## config.mk

```make
export PLATFORM = sky130hd
export DESIGN_NAME = sexpr_token_lexer
export DESIGN_NICKNAME = d
export VERILOG_FILES = /design/src/hw/rtl/slx_pkg.sv /design/src/hw/rtl/slx_step.sv /design/src/hw/rtl/slx_queue.sv /design/src/hw/rtl/sexpr_token_lexer.sv
export SDC_FILE = /design/constraint.sdc
export NUM_CORES = 1
export LEC_CHECK = 0
export ABC_AREA = 1
export BUFFER_PORTS_ARGS = -buffer_cell sky130_fd_sc_hd__buf_2
export CAP_MARGIN = 25
export CORE_ASPECT_RATIO = 0.6
export CORE_MARGIN = 2
export CORE_UTILIZATION = 54
export DETAILED_ROUTE_END_ITERATION = 8
export GPL_ROUTABILITY_DRIVEN = 0
export PLACE_DENSITY = 0.81
export SLEW_MARGIN = 10
export SYNTH_ARGS = -nofsm -noshare
export SYNTH_HDL_FRONTEND = slang
export SYNTH_SLANG_ARGS = --single-unit
export TNS_END_PERCENT = 1
```

## constraint.sdc

```tcl
create_clock -name clock -period 3.5 [get_ports clock]
set_input_delay 0.525 -clock clock [delete_from_list [all_inputs] [get_ports clock]]
set_output_delay 0.525 -clock clock [all_outputs]
set_load 0.01 [all_outputs]
```

## src/hw/rtl/slx_pkg.sv

```systemverilog
// ------------------------------------------------------------------------
// S-expression lexer package
// Types, codes and character classes shared by the lexer modules.
// ------------------------------------------------------------------------
package slx_pkg;

   localparam int LINE_BITS = 16;

   // lexer modes
   localparam logic [2:0] MODE_IDLE    = 3'd0;
   localparam logic [2:0] MODE_COMMENT = 3'd1;
   localparam logic [2:0] MODE_LEAD    = 3'd2;
   localparam logic [2:0] MODE_NUMBER  = 3'd3;
   localparam logic [2:0] MODE_STRING  = 3'd4;
   localparam logic [2:0] MODE_ESC     = 3'd5;
   localparam logic [2:0] MODE_SYMBOL  = 3'd6;

   // token classes
   localparam logic [3:0] CL_NONE   = 4'd0;
   localparam logic [3:0] CL_OPEN   = 4'd1;
   localparam logic [3:0] CL_CLOSE  = 4'd2;
   localparam logic [3:0] CL_QUOTE  = 4'd3;
   localparam logic [3:0] CL_COMMA  = 4'd4;
   localparam logic [3:0] CL_DOT    = 4'd5;
   localparam logic [3:0] CL_INT    = 4'd6;
   localparam logic [3:0] CL_FLOAT  = 4'd7;
   localparam logic [3:0] CL_STRING = 4'd8;
   localparam logic [3:0] CL_SYMBOL = 4'd9;

   localparam logic KIND_TEXT = 1'b0;
   localparam logic KIND_DONE = 1'b1;

   // characters
   localparam logic [7:0] CH_TAB    = 8'h09;
   localparam logic [7:0] CH_NL     = 8'h0A;
   localparam logic [7:0] CH_VT     = 8'h0B;
   localparam logic [7:0] CH_FF     = 8'h0C;
   localparam logic [7:0] CH_CR     = 8'h0D;
   localparam logic [7:0] CH_SPACE  = 8'h20;
   localparam logic [7:0] CH_DQUOTE = 8'h22;
   localparam logic [7:0] CH_SQUOTE = 8'h27;
   localparam logic [7:0] CH_LPAREN = 8'h28;
   localparam logic [7:0] CH_RPAREN = 8'h29;
   localparam logic [7:0] CH_PLUS   = 8'h2B;
   localparam logic [7:0] CH_COMMA  = 8'h2C;
   localparam logic [7:0] CH_MINUS  = 8'h2D;
   localparam logic [7:0] CH_DOT    = 8'h2E;
   localparam logic [7:0] CH_ZERO   = 8'h30;
   localparam logic [7:0] CH_NINE   = 8'h39;
   localparam logic [7:0] CH_SEMI   = 8'h3B;
   localparam logic [7:0] CH_BSLASH = 8'h5C;

   typedef struct packed {
      logic       kind;
      logic [3:0] cls;
      logic [7:0] ch;
   } item_type;

   typedef struct packed {
      logic [1:0] n;
      item_type   it2;
      item_type   it1;
      item_type   it0;
   } result_type;

   typedef struct packed {
      logic [2:0] mode;
      logic [7:0] lead;
      logic       num_int;
   } lex_state_type;

   typedef struct packed {
      logic          has;
      item_type      it;
      lex_state_type st;
   } start_type;

   function automatic logic is_white(input logic [7:0] c);
      return c == CH_TAB || c == CH_NL || c == CH_VT || c == CH_FF ||
             c == CH_CR || c == CH_SPACE;
   endfunction

   function automatic logic is_break(input logic [7:0] c);
      return is_white(c) || c == CH_SEMI || c == CH_LPAREN || c == CH_RPAREN ||
             c == CH_SQUOTE || c == CH_COMMA;
   endfunction

   function automatic logic is_digit(input logic [7:0] c);
      return c >= CH_ZERO && c <= CH_NINE;
   endfunction

   function automatic logic is_numchar(input logic [7:0] c);
      return is_digit(c) || c == CH_DOT || c == CH_MINUS || c == CH_PLUS;
   endfunction

   function automatic item_type text_item(input logic [7:0] c);
      item_type it;
      it.kind = KIND_TEXT;
      it.cls  = CL_NONE;
      it.ch   = c;
      return it;
   endfunction

   function automatic item_type done_item(input logic [3:0] cls);
      item_type it;
      it.kind = KIND_DONE;
      it.cls  = cls;
      it.ch   = 8'd0;
      return it;
   endfunction

endpackage

```

## src/hw/rtl/slx_step.sv

```systemverilog
// ------------------------------------------------------------------------
// S-expression lexer step logic
// Next lexer state and up to three results for one source byte.
// ------------------------------------------------------------------------
module slx_step import slx_pkg::*; (
   input  lex_state_type state,
   input  logic [7:0]    char_in,
   input  logic          end_of_input,
   output lex_state_type state_in,
   output result_type    res
);

   logic [2:0]    mode;
   lex_state_type start_st;
   start_type     sn;
   logic [3:0]    num_cls;
   logic          brk;

   // byte seen with no token open
   function automatic start_type start_tok(input logic [7:0] c, input lex_state_type s);
      start_type r;
      r.has        = 1'b0;
      r.it         = text_item(c);
      r.st         = s;
      r.st.mode    = MODE_IDLE;
      if (!is_white(c)) begin
         case (c) inside
            CH_SEMI:   r.st.mode = MODE_COMMENT;
            CH_LPAREN: begin r.has = 1'b1; r.it = done_item(CL_OPEN);  end
            CH_RPAREN: begin r.has = 1'b1; r.it = done_item(CL_CLOSE); end
            CH_SQUOTE: begin r.has = 1'b1; r.it = done_item(CL_QUOTE); end
            CH_COMMA:  begin r.has = 1'b1; r.it = done_item(CL_COMMA); end
            CH_DOT, CH_PLUS, CH_MINUS: begin
               r.st.lead = c;
               r.st.mode = MODE_LEAD;
            end
            CH_DQUOTE: r.st.mode = MODE_STRING;
            default: begin
               r.has = 1'b1;
               if (is_digit(c)) begin
                  r.st.num_int = 1'b1;
                  r.st.mode    = MODE_NUMBER;
               end else begin
                  r.st.mode = MODE_SYMBOL;
               end
            end
         endcase
      end
      return r;
   endfunction

   always_comb begin
      mode        = (state.mode > MODE_SYMBOL) ? MODE_IDLE : state.mode;
      start_st    = state;
      start_st.mode = mode;
      sn          = start_tok(char_in, start_st);
      num_cls     = state.num_int ? CL_INT : CL_FLOAT;
      brk         = is_break(char_in);
      state_in    = start_st;
      res.n       = 2'd0;
      res.it0     = done_item(CL_NONE);
      res.it1     = done_item(CL_NONE);
      res.it2     = done_item(CL_NONE);

      if (end_of_input) begin
         state_in.mode = MODE_IDLE;
         unique case (mode)
            MODE_LEAD: begin
               if (state.lead == CH_DOT) begin
                  res.n = 2'd1; res.it0 = done_item(CL_DOT);
               end else begin
                  res.n = 2'd2; res.it0 = text_item(state.lead);
                  res.it1 = done_item(CL_SYMBOL);
               end
            end
            MODE_NUMBER: begin res.n = 2'd1; res.it0 = done_item(num_cls); end
            MODE_STRING, MODE_ESC: begin
               res.n = 2'd1; res.it0 = done_item(CL_STRING);
            end
            MODE_SYMBOL: begin res.n = 2'd1; res.it0 = done_item(CL_SYMBOL); end
            default: ;
         endcase
      end else begin
         unique case (mode)
            MODE_COMMENT: begin
               if (char_in == CH_NL) state_in.mode = MODE_IDLE;
            end
            MODE_LEAD: begin
               if (state.lead == CH_DOT && brk) begin
                  state_in = sn.st;
                  res.n    = sn.has ? 2'd2 : 2'd1;
                  res.it0  = done_item(CL_DOT);
                  res.it1  = sn.it;
               end else if (is_digit(char_in)) begin
                  state_in.num_int = (state.lead != CH_DOT);
                  state_in.mode    = MODE_NUMBER;
                  res.n   = 2'd2;
                  res.it0 = text_item(state.lead);
                  res.it1 = text_item(char_in);
               end else if (brk) begin
                  state_in = sn.st;
                  res.n    = sn.has ? 2'd3 : 2'd2;
                  res.it0  = text_item(state.lead);
                  res.it1  = done_item(CL_SYMBOL);
                  res.it2  = sn.it;
               end else begin
                  state_in.mode = MODE_SYMBOL;
                  res.n   = 2'd2;
                  res.it0 = text_item(state.lead);
                  res.it1 = text_item(char_in);
               end
            end
            MODE_NUMBER: begin
               if (is_numchar(char_in)) begin
                  if (char_in == CH_DOT) state_in.num_int = 1'b0;
                  res.n = 2'd1; res.it0 = text_item(char_in);
               end else if (brk) begin
                  state_in = sn.st;
                  res.n    = sn.has ? 2'd2 : 2'd1;
                  res.it0  = done_item(num_cls);
                  res.it1  = sn.it;
               end else begin
                  state_in.mode = MODE_SYMBOL;
                  res.n = 2'd1; res.it0 = text_item(char_in);
               end
            end
            MODE_STRING: begin
               if (char_in == CH_DQUOTE) begin
                  state_in.mode = MODE_IDLE;
                  res.n = 2'd1; res.it0 = done_item(CL_STRING);
               end else begin
                  if (char_in == CH_BSLASH) state_in.mode = MODE_ESC;
                  res.n = 2'd1; res.it0 = text_item(char_in);
               end
            end
            MODE_ESC: begin
               state_in.mode = MODE_STRING;
               res.n = 2'd1; res.it0 = text_item(char_in);
            end
            MODE_SYMBOL: begin
               if (brk) begin
                  state_in = sn.st;
                  res.n    = sn.has ? 2'd2 : 2'd1;
                  res.it0  = done_item(CL_SYMBOL);
                  res.it1  = sn.it;
               end else begin
                  res.n = 2'd1; res.it0 = text_item(char_in);
               end
            end
            default: begin
               state_in = sn.st;
               res.n    = sn.has ? 2'd1 : 2'd0;
               res.it0  = sn.it;
            end
         endcase
      end
   end

endmodule

```

## src/hw/rtl/slx_queue.sv

```systemverilog
// ------------------------------------------------------------------------
// S-expression lexer result buffer
// Holds the results of one byte and hands them out one per cycle while rsp_stall is low.
// ------------------------------------------------------------------------
module slx_queue import slx_pkg::*; (
   input  logic          clock,
   input  logic          reset,
   input  logic          load,
   input  result_type    res,
   input  logic [15:0]   line_in,
   output logic          ready,
   output logic          rsp_valid,
   input  logic          rsp_stall,
   output logic          rsp_item_kind,
   output logic [3:0]    rsp_token_class,
   output logic [7:0]    rsp_char_out,
   output logic [15:0]   rsp_line_number,
   output logic          rsp_last_of_run
);

   item_type    items_ff [3];
   logic [1:0]  cnt_ff;
   logic [1:0]  head_ff;
   logic [15:0] line_ff;
   logic        take;
   item_type    cur;

   assign take  = rsp_valid && !rsp_stall;
   assign ready = (cnt_ff == 2'd0) || (cnt_ff == 2'd1 && !rsp_stall);
   assign cur   = items_ff[head_ff];

   always_ff @(posedge clock) begin
      if (reset) begin
         cnt_ff  <= 2'd0;
         head_ff <= 2'd0;
      end else if (load) begin
         cnt_ff  <= res.n;
         head_ff <= 2'd0;
      end else if (take) begin
         cnt_ff  <= cnt_ff - 2'd1;
         head_ff <= head_ff + 2'd1;
      end
   end

   always_ff @(posedge clock) begin
      if (load) begin
         items_ff[0] <= res.it0;
         items_ff[1] <= res.it1;
         items_ff[2] <= res.it2;
         line_ff     <= line_in;
      end
   end

   assign rsp_valid       = cnt_ff != 2'd0;
   assign rsp_item_kind   = cur.kind;
   assign rsp_token_class = cur.cls;
   assign rsp_char_out    = cur.ch;
   assign rsp_line_number = line_ff;
   assign rsp_last_of_run = cnt_ff == 2'd1;

endmodule

```

## src/hw/rtl/sexpr_token_lexer.sv

```systemverilog
// ------------------------------------------------------------------------
// S-expression token lexer
// Takes one source byte per transaction (or an end-of-input mark) and
// returns token text bytes and completed tokens with their class and the
// newline count. A byte is taken in the cycle it arrives when the buffer
// is ready, and its results are registered in a three-entry buffer that
// hands out one result per cycle unless rsp_stall holds it; the next byte
// is taken in the cycle the last result of the previous one leaves, or
// while the buffer is empty.
// ------------------------------------------------------------------------
module sexpr_token_lexer import slx_pkg::*; (
   input  logic        clock,
   input  logic        reset,
   input  logic        req_valid,
   output logic        req_stall,
   input  logic [7:0]  req_char_in,
   input  logic        req_end_of_input,
   output logic        rsp_valid,
   input  logic        rsp_stall,
   output logic        rsp_item_kind,
   output logic [3:0]  rsp_token_class,
   output logic [7:0]  rsp_char_out,
   output logic [15:0] rsp_line_number,
   output logic        rsp_last_of_run
);

   lex_state_type        state_ff, state_in;
   logic [LINE_BITS-1:0] line_ff, line_in;
   result_type           res;
   logic                 ready;
   logic                 accept;

   assign req_stall = !ready;
   assign accept    = req_valid && ready;
   assign line_in   = (!req_end_of_input && req_char_in == CH_NL) ?
                      line_ff + LINE_BITS'(1) : line_ff;

   slx_step u_step (
      .state        (state_ff),
      .char_in      (req_char_in),
      .end_of_input (req_end_of_input),
      .state_in     (state_in),
      .res          (res)
   );

   slx_queue u_queue (
      .clock           (clock),
      .reset           (reset),
      .load            (accept),
      .res             (res),
      .line_in         (16'(line_ff)),
      .ready           (ready),
      .rsp_valid       (rsp_valid),
      .rsp_stall       (rsp_stall),
      .rsp_item_kind   (rsp_item_kind),
      .rsp_token_class (rsp_token_class),
      .rsp_char_out    (rsp_char_out),
      .rsp_line_number (rsp_line_number),
      .rsp_last_of_run (rsp_last_of_run)
   );

   always_ff @(posedge clock) begin
      if (reset) begin
         state_ff.mode    <= MODE_IDLE;
         state_ff.lead    <= 8'd0;
         state_ff.num_int <= 1'b1;
         line_ff          <= '0;
      end else if (accept) begin
         state_ff <= state_in;
         line_ff  <= line_in;
      end
   end

endmodule

```

==> summary.md, run 1 <==
| Metric | Value |
|---|---|
| Post-route setup TNS | `0 ns` |
| Synth warnings | `0` |
| VDD IR max | `0.259 mV` |
| Number of global-route vias before repair | `4299` |
| M3 GR Usage | `15.7%` |
| Mean Syn Cell Area | `7.96 um2` |
| Ys async rst share | `0%` |
| Die Ht | `77.7 um` |
| # setup viols final | `0` |
| Post-route antenna net violation count | `0` |
| CP required | `roughly 3.6 ns` |
| H-Tree Depth | `3` |
| Worst hold slack | `around 0.45 ns` |
| Hold/Removal Path Class | `reg -> reg` |
| Dpl cell area | `5210 um2` |
| Die area | `9850 um2` |
| P&R area growth vs syn | `12.9%` |
| Final design instance area without fill | `5510 um2` |
| Top area cells in the synthesized netlist | `edfxtp_1 33%, dfxtp_1 14%, nand2_1 9.7%, nor2_1 6.5%, inv_1 5.1%` |
| ANT cells | `0` |
| Clk pin slew, worst setup/hold paths | `0.06 ns` |
| EDFF count, synth | `54` |
| Final Skew | `between 0.006 and 0.007 ns` |
| Worst-Margin Slew | `0.734 ns` |
| Post-CTS sizing | `0` |
| Pwr per Cell Area | `523 nW/um2` |
| Main synth FF type | `edfxtp_1` |
| Min Tclk post-route | `2.65 ns` |
| CP Data Arrival Time | `2.69 ns` |
| Setup crit end kind | `register` |
| Max clock buf depth | `2` |
| CTS hold repair buffers | `0` |
| Most Crowded Layer GR | `met1` |
| Final Hold Viols | `0` |
| Port buffer count | `44` |
| FP Rows | `26` |
| Max Freq | `between 300 and 400 MHz` |
| Crit Path Max Fanout | `15` |
| Residual DRC count | `0` |
| Cell area after synthesis | `4880 um2` |
| Antenna violations before repair | `0` |
| X dimension of the die | `127 um` |
| Wirelength per Cell | `~18 um` |
| DR pass1 iterations | `7` |
| Nets | `676` |
| GRT Util Overall | `29.2%` |
| Core Region | `8650 um2` |
| P_leak | `2.24 nW` |
| TritonCTS buffer count | `9` |
| Top Ports | `45` |
| Sequential cell area fraction in the yosys report | `a little under half` |
| Fillers | `708` |
| Critical Path Slowest Stage Cell | `nor2_2` |
| Vias per inst | `approximately 6` |
| Via Count | `4752` |
| Fin. max-slew vios | `0` |
| Critical Path Source Type | `input port` |
| Maxcap violations | `0` |
| Worst rel slew slack | `51.1%` |
| Clock latency on the worst-skew pair | `roughly 0.34 ns` |
| Routing usage on met1 | `about two fifths` |
| HPWL after DPL | `10400 um` |
| Synth Register Bits | `88` |
| Unique cell type count in the Yosys netlist | `50` |
| Global routing usage on met2 | `39.6%` |
| Worst-path cell chain | `buf_2 > inv_1 > nand2_1 > nor2_2 > nand2_2 > nand3_2 > nor2_4 > nand2_4 > nand2_4 > nand2_1 > nor2_1 > o21ai_0 > o211ai_1` |
| Largest net degree at the start of global routing | `56` |
| Effective utilization at floorplan | `56.4%` |
| Routed wire length | `14200 um` |
| Root buffer cell | `clkbuf_16` |
| Critical path class | `in -> reg` |
| Status | `finished, final reports clean` |
| Cells after Synth | `614` |
| RSZ-0062 raised after global routing | `false` |
| Postcts setup bufs | `0` |
| DR iter-0 viols | `698` |
| Share of layout cells above drive strength 1 | `16.1%` |
| Global-route wire length before repair | `around 22000 um` |
| Total gr overflow | `0` |
| Yosys top cell by area | `edfxtp_1` |
| Yosys top cell area share | `approximately a third` |
| TritonCTS clock tree | `built` |
| Tcrit/Tclk final | `75.6%` |
| Slowest stage delay, CP | `0.40 ns` |
| Clk sinks | `88` |
==> cell usage in the layout, fill, tap and decap left out, types with 9 or more instances in the layout <==
cell       synthesis  final
nand2_1          126    126
nor2_1            85     85
inv_1             66     66
edfxtp_1          54     54
a21oi_1           49     49
buf_2              1     44
dfxtp_1           34     34
nand3_1           33     33
o21ai_0           28     28
nor3_1            19     19
nand4_1           11     11
clkbuf_16          0      9
==> routing by layer <==
metal / part of all wire, % / vias up
met5: 0.30 / -
met4: 1.9 / 2
met3: 17 / 37
met2: 39 / 391
met1: 42 / 2158
li1: - / 2164
==> area by class of cell <==
| type | count | area (um2) | area share [%] |
|---|---|---|---|
| flip-flops and latches | 88 | 2300 | 41.8 |
| multi-input cells | 437 | 2240 | 40.6 |
| inverters | 76 | 285 | 5.17 |
| repair buffers | 48 | 250 | 4.54 |
| clock buffers | 11 | 243 | 4.40 |
| well taps | 112 | 140 | 2.54 |
| clock inverters | 5 | 56.3 | 1.02 |
==> through the flow <==
| stage | utilization (%) | power (mW) | worst slack (ns) | cells |
|---|---|---|---|---|
| floorplan | - | 1.70 | 0.542 | 615 |
| global placement | 60.3 | 1.90 | 0.709 | 761 |
| detailed placement | 60.3 | 1.92 | 0.701 | 761 |
| CTS | 63.7 | 2.86 | 1.05 | 777 |
| global route | 63.7 | 2.99 | 0.736 | 777 |
| finish | 63.7 | 2.88 | 0.852 | 777 |
==> cell usage after synthesis (3+ instances only) <==
| library cell | n |
|---|---|
| nand2_1 | 126 |
| nor2_1 | 85 |
| inv_1 | 66 |
| edfxtp_1 | 54 |
| a21oi_1 | 49 |
| dfxtp_1 | 34 |
| nand3_1 | 33 |
| o21ai_0 | 28 |
| nor3_1 | 19 |
| nand4_1 | 11 |
| clkbuf_1 | 9 |
| inv_2 | 8 |
| nand3_2 | 7 |
| nand2_2 | 6 |
| nor2_2 | 6 |
| o31ai_1 | 6 |
| nor3b_1 | 5 |
| o211ai_1 | 5 |
| nor2_4 | 4 |
| nor4_1 | 4 |
| ha_1 | 3 |
| nand2_4 | 3 |
| o21a_1 | 3 |
| o221ai_1 | 3 |
| o22ai_1 | 3 |
==> kinds of logic (layout without fill, tap and decap cells) <==
logic type | count (synthesis) | count (layout) | synth area share [%]
buf+inv | 90 | 140 | 7.33
other cells | 1 | 2 | 0.0768
xor+xnor | 1 | 1 | 0.179
flops | 88 | 88 | 47.1
fa+ha+maj | 3 | 3 | 0.769
simple gates | 318 | 318 | 31.0
compound gates | 113 | 113 | 13.5
==> worst max-delay path: cells and delay by family <==
family / cells / cell delay [ns]
AND/OR/NAND/NOR: 9 / 1.51
AO/OA/AOI/OAI: 2 / 0.42
buffers and inverters: 2 / 0.21
==> final timing paths <==
| check | start | endpoint | slack (ns) | depth (start not counted) |
|---|---|---|---|---|
| setup / recovery | req_char_in[7] | u_queue.items_ff[0][5]$_DFFE_PP_ | 0.85 | 13 |
| hold / removal | line_ff[15]$_SDFFE_PP0P_ | u_queue.rsp_line_number[15]$_DFFE_PP_ | 0.45 | 0 |
| setup reg to reg | state_ff[9]$_SDFFE_PP0P_ | u_queue.items_ff[0][7]$_DFFE_PP_ | 1.08 | 7 |
| hold reg to reg | line_ff[15]$_SDFFE_PP0P_ | u_queue.rsp_line_number[15]$_DFFE_PP_ | 0.45 | 0 |
==> registers in the layout (all words and copies together), names as in the netlist, named ones only <==
signal                   flops
u_queue.cnt_ff               2
line_ff                     16
u_queue.items_ff            38
u_queue.head_ff              2
state_ff                    12
u_queue.rsp_line_number     16
==> report_power, final <==
| part | internal [mW] | switching, mW |
|---|---|---|
| clock network | 0.571 | 0.386 |
| logic | 0.185 | 0.428 |
| registers | 1.26 | 0.0551 |
Power figures use the tool's default switching activity.
==> inputs of run 2 (changes only) <==
--- a/config.mk
+++ b/config.mk
@@ -10,10 +10,10 @@
 export CAP_MARGIN = 25
 export CORE_ASPECT_RATIO = 0.6
 export CORE_MARGIN = 2
-export CORE_UTILIZATION = 54
+export CORE_UTILIZATION = 60
 export DETAILED_ROUTE_END_ITERATION = 8
 export GPL_ROUTABILITY_DRIVEN = 0
-export PLACE_DENSITY = 0.81
+export PLACE_DENSITY = 0.85
 export SLEW_MARGIN = 10
 export SYNTH_ARGS = -nofsm -noshare
 export SYNTH_HDL_FRONTEND = slang
==> constraint.sdc (replaced) <==
create_clock -name clock -period 2.8 [get_ports clock]
set_input_delay 0.42 -clock clock [delete_from_list [all_inputs] [get_ports clock]]
set_output_delay 0.42 -clock clock [all_outputs]
set_load 0.01 [all_outputs]
==> run 2 against run 1 <==
  * The flow now finishes with violations (DRC)
  * Die area down 9.6%
  * Non-clock buffer count up 8
  * Worst setup slack worse by 0.59 ns
  * Sequential cell count unchanged
  * Clock power up 48%
  * Count of clock-buffer cells in the layout down 1
  * Register-to-register slack worse by 0.82 ns
  * Critical path type is now reg -> reg
  * Critical endpoint unchanged
  * Highest routed layer is now met4
==> summary.md, run 2 (synthesis gave the netlist of run 1 again) <==
| Metric | Value |
|---|---|
| Status | `complete, but fails checks (was finished, final reports clean)` |
| Violated checks | `DRC` |
| TritonCTS clock tree | `built (unchanged)` |
| Final Hold Viols | `0 (unchanged)` |
| Most used cell, CP | `inv_1` |
| Setup WS pre-CTS | `0.234 ns (was 0.701 ns)` |
| Slowest stage delay, CP | `0.49 ns (was 0.40 ns)` |
| Critical Path Source Type | `register (was input port)` |
| Antenna violations before repair | `1 (was 0)` |
| Worst-Margin Slew | `0.708 ns (was 0.734 ns)` |
| Critical Path Slowest Stage Cell | `o211ai_1 (was nor2_2)` |
| Placed insts | `765 (was 761)` |
| Setup crit end kind | `register (unchanged)` |
| Worst-path cell chain | `inv_1 > nor2_1 > inv_1 > nor2_4 > buf_4 > nand2_1 > nor2_1 > inv_1 > o211ai_1 (was buf_2 > inv_1 > nand2_1 > nor2_2 > nand2_2 > nand3_2 > nor2_4 > nand2_4 > nand2_4 > nand2_1 > nor2_1 > o21ai_0 > o211ai_1)` |
| Share of layout cells above drive strength 1 | `17.7% (was 16.1%)` |
| Fin. max-slew vios | `0 (unchanged)` |
| CP Data Arrival Time | `2.62 ns (was 2.69 ns)` |
| HPWL after DPL | `10300 um (was 10400 um)` |
| GRT Util Overall | `34.4% (was 29.2%)` |
| Fillers | `603 (was 708)` |
| DR iter-0 viols | `900 (was 698)` |
| Pwr per Cell Area | `684 nW/um2 (was 523 nW/um2)` |
| Max reg flops | `38 (unchanged)` |
| P&R area growth vs syn | `15.2% (was 12.9%)` |
| X dimension of the die | `120 um (was 127 um)` |
| Reg2Reg Launch Point | `state_ff[10]$_SDFFE_PP0P_ (was state_ff[9]$_SDFFE_PP0P_)` |
| Core Util, Final | `71.4% (was 63.7%)` |
| Reg with most FFs | `u_queue.items_ff (unchanged)` |
| Die Ht | `73.9 um (was 77.7 um)` |
| Root buffer cell | `clkbuf_16 (unchanged)` |
| Crit Path Max Fanout | `14 (was 15)` |
| Wirelength per Cell | `19.0 um (was 18.2 um)` |
| Via Count | `4984 (was 4752)` |
| P_leak | `2.29 nW (was 2.24 nW)` |
| # setup viols final | `0 (unchanged)` |
| Largest net degree at the start of global routing | `56 (unchanged)` |
| H-Tree Depth | `3 (unchanged)` |
| Vias per inst | `6.37 (was 6.12)` |
| DR pass1 iterations | `9 (was 7)` |
| Min-Delay Startpoint | `line_ff[15]$_SDFFE_PP0P_ (unchanged)` |
| Hold/Removal Path Class | `reg -> reg (unchanged)` |
| Commonest non-fill, non-tap cell in the layout | `nand2_1 (unchanged)` |
| Min Tclk post-route | `around 2.5 ns` |
| Critical path class | `reg -> reg (was in -> reg)` |
| PnR worst setup slack | `0.258 ns (was 0.852 ns)` |
| Final Skew | `0.00783 ns (was 0.00657 ns)` |
| Maxcap violations | `0 (unchanged)` |
| Post-CTS sizing | `0 (unchanged)` |
| Clk pin slew, worst setup/hold paths | `0.07 ns (was 0.06 ns)` |
| Routed wire length | `14900 um (was 14200 um)` |
| Port buffer count | `44 (unchanged)` |
| Clock latency on the worst-skew pair | `0.35 ns (was 0.34 ns)` |
| TritonCTS buffer count | `9 (unchanged)` |
| Core Region | `7880 um2 (was 8650 um2)` |
| Max Freq | `393 MHz` |
| Crit path from | `state_ff[10]$_SDFFE_PP0P_ (was req_char_in[7])` |
| Non-Filler Instances | `783 (was 777)` |
| CP required | `2.88 ns (was 3.55 ns)` |
| Clk sinks | `88 (unchanged)` |
| FP Rows | `25 (was 26)` |
| Global-route wire length before repair | `23100 um (was 22200 um)` |
| Effective utilization at floorplan | `62.0% (was 56.4%)` |
| CTS hold repair buffers | `0 (unchanged)` |
| RSZ-0062 raised after global routing | `false (unchanged)` |
| Worst rel slew slack | `52.8% (was 51.1%)` |
| Die area | `8900 um2 (was 9850 um2)` |
| Total gr overflow | `0 (unchanged)` |
| VDD IR max | `0.359 mV (was 0.259 mV)` |
| Residual DRC count | `93 (was 0)` |
| Number of global-route vias before repair | `4482 (was 4299)` |
| Tcrit/Tclk final | `between 90% and 100%` |
| Top Ports | `45 (unchanged)` |
| Postcts setup bufs | `0 (unchanged)` |
| Most frequent cells in the layout | `125 x nand2_1, 84 x nor2_1, 65 x inv_1 (was 126 x nand2_1, 85 x nor2_1, 66 x inv_1)` |
| Worst hold slack | `0.437 ns (was 0.449 ns)` |
| Post-route antenna net violation count | `0 (unchanged)` |
| Max clock buf depth | `2 (unchanged)` |
| Nets | `684 (was 676)` |
## run 2: cell count changes in the layout (fill, tap and decap cells not counted), sizes merged
cell,previous run,this run
inv,74,76
clkinv,5,2
diode,0,2
buf,48,56
bufinv,1,3
clkbuf,11,10
## run 2: critical path: cells and delay by family (launching register included)
kind,cells,cell delay [ns]
compound gates,1,0.49
buf+inv,4,0.66
simple gates,4,0.70
flops,1,0.42
## run 2: through the flow
step / setup TNS [ns] / power, mW / cell area [um2]
after detailed placement: 0 / 2.42 / 5280
after global placement: 0 / 2.39 / 5280
after floorplan: -0.0411 / 2.13 / 4900
after global routing: 0 / 3.96 / 5620
final: 0 / 3.85 / 5630
after CTS: 0 / 3.80 / 5620
## run 2: cell type report
type	instances	area, um2	share of cell area [%]
diodes	2	5.00	0.0890
clock buffers	10	229	4.07
clock inverters	6	115	2.05
inverters	76	285	5.07
multi-input cells	437	2240	39.9
flip-flops and latches	88	2300	40.9
well taps	108	135	2.40
repair buffers	56	310	5.52
## run 2: path summary, 6_finish.rpt
check | slack [ns] | depth (start not counted) | endpoint
max | 0.26 | 9 | u_queue.items_ff[0][5]$_DFFE_PP_
min | 0.44 | 0 | u_queue.rsp_line_number[15]$_DFFE_PP_
max reg2reg | 0.26 | 9 | u_queue.items_ff[0][5]$_DFFE_PP_
min reg2reg | 0.44 | 0 | u_queue.rsp_line_number[15]$_DFFE_PP_
## run 2: power breakdown
group | internal [mW] | switching, mW
clock network | 0.880 | 0.541
registers | 1.57 | 0.0664
logic | 0.247 | 0.546
## run 2: routing by layer
metal,global-route usage [%],wire length [um]
met1,46.0,5750
met3,14.6,2400
met5,0,0
met4,12.7,622
met2,50.0,6100
==> inputs of run 3 (changes only) <==
--- a/config.mk
+++ b/config.mk
@@ -6,12 +6,12 @@
 export NUM_CORES = 1
 export LEC_CHECK = 0
 export ABC_AREA = 1
-export BUFFER_PORTS_ARGS = -buffer_cell sky130_fd_sc_hd__buf_2
 export CAP_MARGIN = 25
 export CORE_ASPECT_RATIO = 0.6
 export CORE_MARGIN = 2
-export CORE_UTILIZATION = 60
+export CORE_UTILIZATION = 64
 export DETAILED_ROUTE_END_ITERATION = 8
+export DONT_BUFFER_PORTS = 1
 export GPL_ROUTABILITY_DRIVEN = 0
 export PLACE_DENSITY = 0.85
 export SLEW_MARGIN = 10
==> run 3 against run 2 <==
  * The flow now finishes without violations
  * Combinational power fell by 20%
  * Power is 9.2% lower
  * Count of clock-buffer cells in the layout is the same
  * Hold slack worse by 0.30 ns
  * Critical path depth increased by 3
  * Global-route usage down 0.97 points
  * Routed wire length fell by 9.7%
  * Critical path type is now in -> reg
==> summary.md, run 3 (synthesis gave the netlist of run 1 again) <==
| Metric | Value |
|---|---|
| Min Tclk post-route | `2.49 ns (was 2.54 ns)` |
| Dpl cell area | `5020 um2 (was 5280 um2)` |
| Core Region | `7330 um2 (was 7880 um2)` |
| Clock latency on the worst-skew pair | `0.35 ns (about the same)` |
| Via Count | `4630 (was 4984)` |
| Critical Path Source Type | `input port (was register)` |
| Non-Filler Instances | `730 (was 783)` |
| Largest net degree at the start of global routing | `58 (was 56)` |
| HPWL after DPL | `9690 um (was 10300 um)` |
| FP Rows | `24 (was 25)` |
| Number of global-route vias before repair | `4041 (was 4482)` |
| Wirelength per Cell | `18.4 um (was 19.0 um)` |
| Most used cell, CP | `nand2_1 (was inv_1)` |
| CP bufs+invs | `3 (was 4)` |
| Placed insts | `713 (was 765)` |
| Critical Path Slowest Stage Cell | `nor2_2 (was o211ai_1)` |
| Total gr overflow | `0 (unchanged)` |
| Pwr per Cell Area | `657 nW/um2 (was 684 nW/um2)` |
| Critical path class | `in -> reg (was reg -> reg)` |
| Fillers | `568 (was 603)` |
| Crit Path Max Fanout | `11 (was 14)` |
| Reg with most FFs | `u_queue.items_ff (unchanged)` |
| Core Util, Final | `72.6% (was 71.4%)` |
| Max Freq | `402 MHz (was 393 MHz)` |
| Share of layout cells above drive strength 1 | `11.4% (was 17.7%)` |
| Global-route wire length before repair | `20900 um (was 23100 um)` |
| Worst path top cell family by delay | `simple AND/OR/NAND/NOR gates (unchanged)` |
| Port buffer count | `0 (was 44)` |
| Max reg flops | `38 (unchanged)` |
| Post-CTS sizing | `0 (unchanged)` |
| Most frequent cells in the layout | `125 x nand2_1, 84 x nor2_1, 65 x inv_1 (unchanged)` |
| Setup crit end kind | `register (unchanged)` |
| Worst reg2reg path depth | `10 (was 9)` |
| Nets | `636 (was 684)` |
| H-Tree Depth | `3 (unchanged)` |
| Effective utilization at floorplan | `66.7% (was 62.0%)` |
| Final Skew | `0.00668 ns (was 0.00783 ns)` |
| Total power | `3.49 mW (was 3.85 mW)` |
| Flip-flop and latch area | `2300 um2 (unchanged)` |
| Min-Delay Startpoint | `reset (was line_ff[15]$_SDFFE_PP0P_)` |
| Top Ports | `45 (unchanged)` |
| Clk pin slew, worst setup/hold paths | `0.06 ns (was 0.07 ns)` |
| Multi-input gate area | `2240 um2 (unchanged)` |
| Clk sinks | `88 (unchanged)` |
| Routed wire length | `13400 um (was 14900 um)` |
| Worst-path cell chain | `inv_1 > nand2_1 > nor2_2 > nand3_1 > nand3_1 > inv_1 > nand2_1 > nand2_1 > inv_1 > nand2_1 > nand2_1 > o32ai_1 (was inv_1 > nor2_1 > inv_1 > nor2_4 > buf_4 > nand2_1 > nor2_1 > inv_1 > o211ai_1)` |
| Reg2Reg Launch Point | `state_ff[10]$_SDFFE_PP0P_ (unchanged)` |
| Slowest stage delay, CP | `0.43 ns (was 0.49 ns)` |
| DR pass1 iterations | `8 (was 9)` |
| Final design instance area without fill | `5320 um2 (was 5630 um2)` |
| P_leak | `2.07 nW (was 2.29 nW)` |
| TritonCTS buffer count | `9 (unchanged)` |
| WHS Endpoint | `line_ff[14]$_SDFFE_PP0P_ (was u_queue.rsp_line_number[15]$_DFFE_PP_)` |
| Final Hold Viols | `0 (unchanged)` |
| RSZ-0062 raised after global routing | `false (unchanged)` |
| Flop2flop setup slack | `0.50 ns (was 0.26 ns)` |
| Tcrit/Tclk final | `88.8% (was 90.8%)` |
| Post-route antenna net violation count | `0 (unchanged)` |
| Critical R2R Capture | `u_queue.items_ff[1][1]$_SDFFCE_PP0P_ (was u_queue.items_ff[0][5]$_DFFE_PP_)` |
| CTS hold repair buffers | `0 (unchanged)` |
| Max clock buf depth | `2 (unchanged)` |
| Die area | `8370 um2 (was 8900 um2)` |
| GRT Util Overall | `33.4% (was 34.4%)` |
| Worst rel slew slack | `52.5% (was 52.8%)` |
| VDD IR max | `0.481 mV (was 0.359 mV)` |
| Die Ht | `71.7 um (was 73.9 um)` |
| Commonest non-fill, non-tap cell in the layout | `nand2_1 (unchanged)` |
| Fin. max-slew vios | `0 (unchanged)` |
| Postcts setup bufs | `0 (unchanged)` |
| Residual DRC count | `0 (was 93)` |
| CP Data Arrival Time | `2.57 ns (was 2.62 ns)` |
| # setup viols final | `0 (unchanged)` |
| Root buffer cell | `clkbuf_16 (unchanged)` |
| Vias per inst | `6.34 (was 6.37)` |
| TritonCTS clock tree | `built (unchanged)` |
| Hold/Removal Path Class | `in -> reg (was reg -> reg)` |
| DR iter-0 viols | `775 (was 900)` |
| Hold Path Depth | `1 (was 0)` |
| CP required | `2.88 ns (about the same)` |
| Maxcap violations | `0 (unchanged)` |
| P&R area growth vs syn | `8.89% (was 15.2%)` |
| Worst-Margin Slew | `0.713 ns (was 0.708 ns)` |
| X dimension of the die | `117 um (was 120 um)` |
| Status | `finished, final reports clean (was complete, but fails checks)` |
| Antenna violations before repair | `1 (unchanged)` |
[run 3: changes by cell type in the layout (fill, tap and decap cells not counted)]
cell       before  now
buf_2          44    0
buf_4          12    8
clkinv_2        0    1
inv_4           0    1
bufinv_16       3    1
diode_2         2    1
[run 3: power by group]
part           switching (mW)  total, mW  internal [mW]
Clock                   0.503       1.20          0.696
Combinational           0.462      0.632          0.170
Sequential             0.0907       1.66           1.57
[run 3: layer usage]
layer  part of all wire [%]  wire length, um  track usage [%]
met4                    3.6              481             10.1
met3                     17             2340             19.4
met5                   0.77              103             4.85
met1                     41             5570             47.2
met2                     37             4940             42.6
[run 3: layout make-up]
| type | instances | area share (%) |
|---|---|---|
| Sequential cell | 88 | 43.3 |
| Multi-Input combinational cell | 437 | 42.2 |
| Inverter | 76 | 5.36 |
| Clock buffer | 10 | 4.30 |
| Tap cell | 104 | 2.45 |
| Clock inverter | 6 | 1.25 |
| Timing Repair Buffer | 8 | 1.13 |
| Antenna cell | 1 | 0.0470 |
[run 3: per-stage QoR]
| stage | hold WS [ns] | setup TNS [ns] | setup slack [ns] |
|---|---|---|---|
| after floorplan | 0.408 | -0.0411 | -0.0131 |
| after global placement | 0.421 | 0 | 0.244 |
| after detailed placement | 0.414 | 0 | 0.220 |
| after CTS | 0.129 | 0 | 0.556 |
| after global routing | 0.126 | 0 | 0.299 |
| final | 0.140 | 0 | 0.314 |
[run 3: worst max-delay path by stage]
| stage | from | to | slack, ns | depth (start not counted) |
|---|---|---|---|---|
| floorplan | u_queue.cnt_ff[1]$_SDFFE_PP0P_ | line_ff[13]$_SDFFE_PP0P_ | -0.01 | 12 |
| global placement | req_char_in[6] | u_queue.items_ff[1][1]$_SDFFCE_PP0P_ | 0.24 | 12 |
| detailed placement | req_char_in[6] | u_queue.items_ff[1][1]$_SDFFCE_PP0P_ | 0.22 | 12 |
| CTS | req_char_in[6] | u_queue.items_ff[0][3]$_DFFE_PP_ | 0.56 | 12 |
| global route | req_char_in[6] | u_queue.items_ff[0][3]$_DFFE_PP_ | 0.30 | 12 |
| finish | req_char_in[6] | u_queue.items_ff[1][1]$_SDFFCE_PP0P_ | 0.31 | 12 |
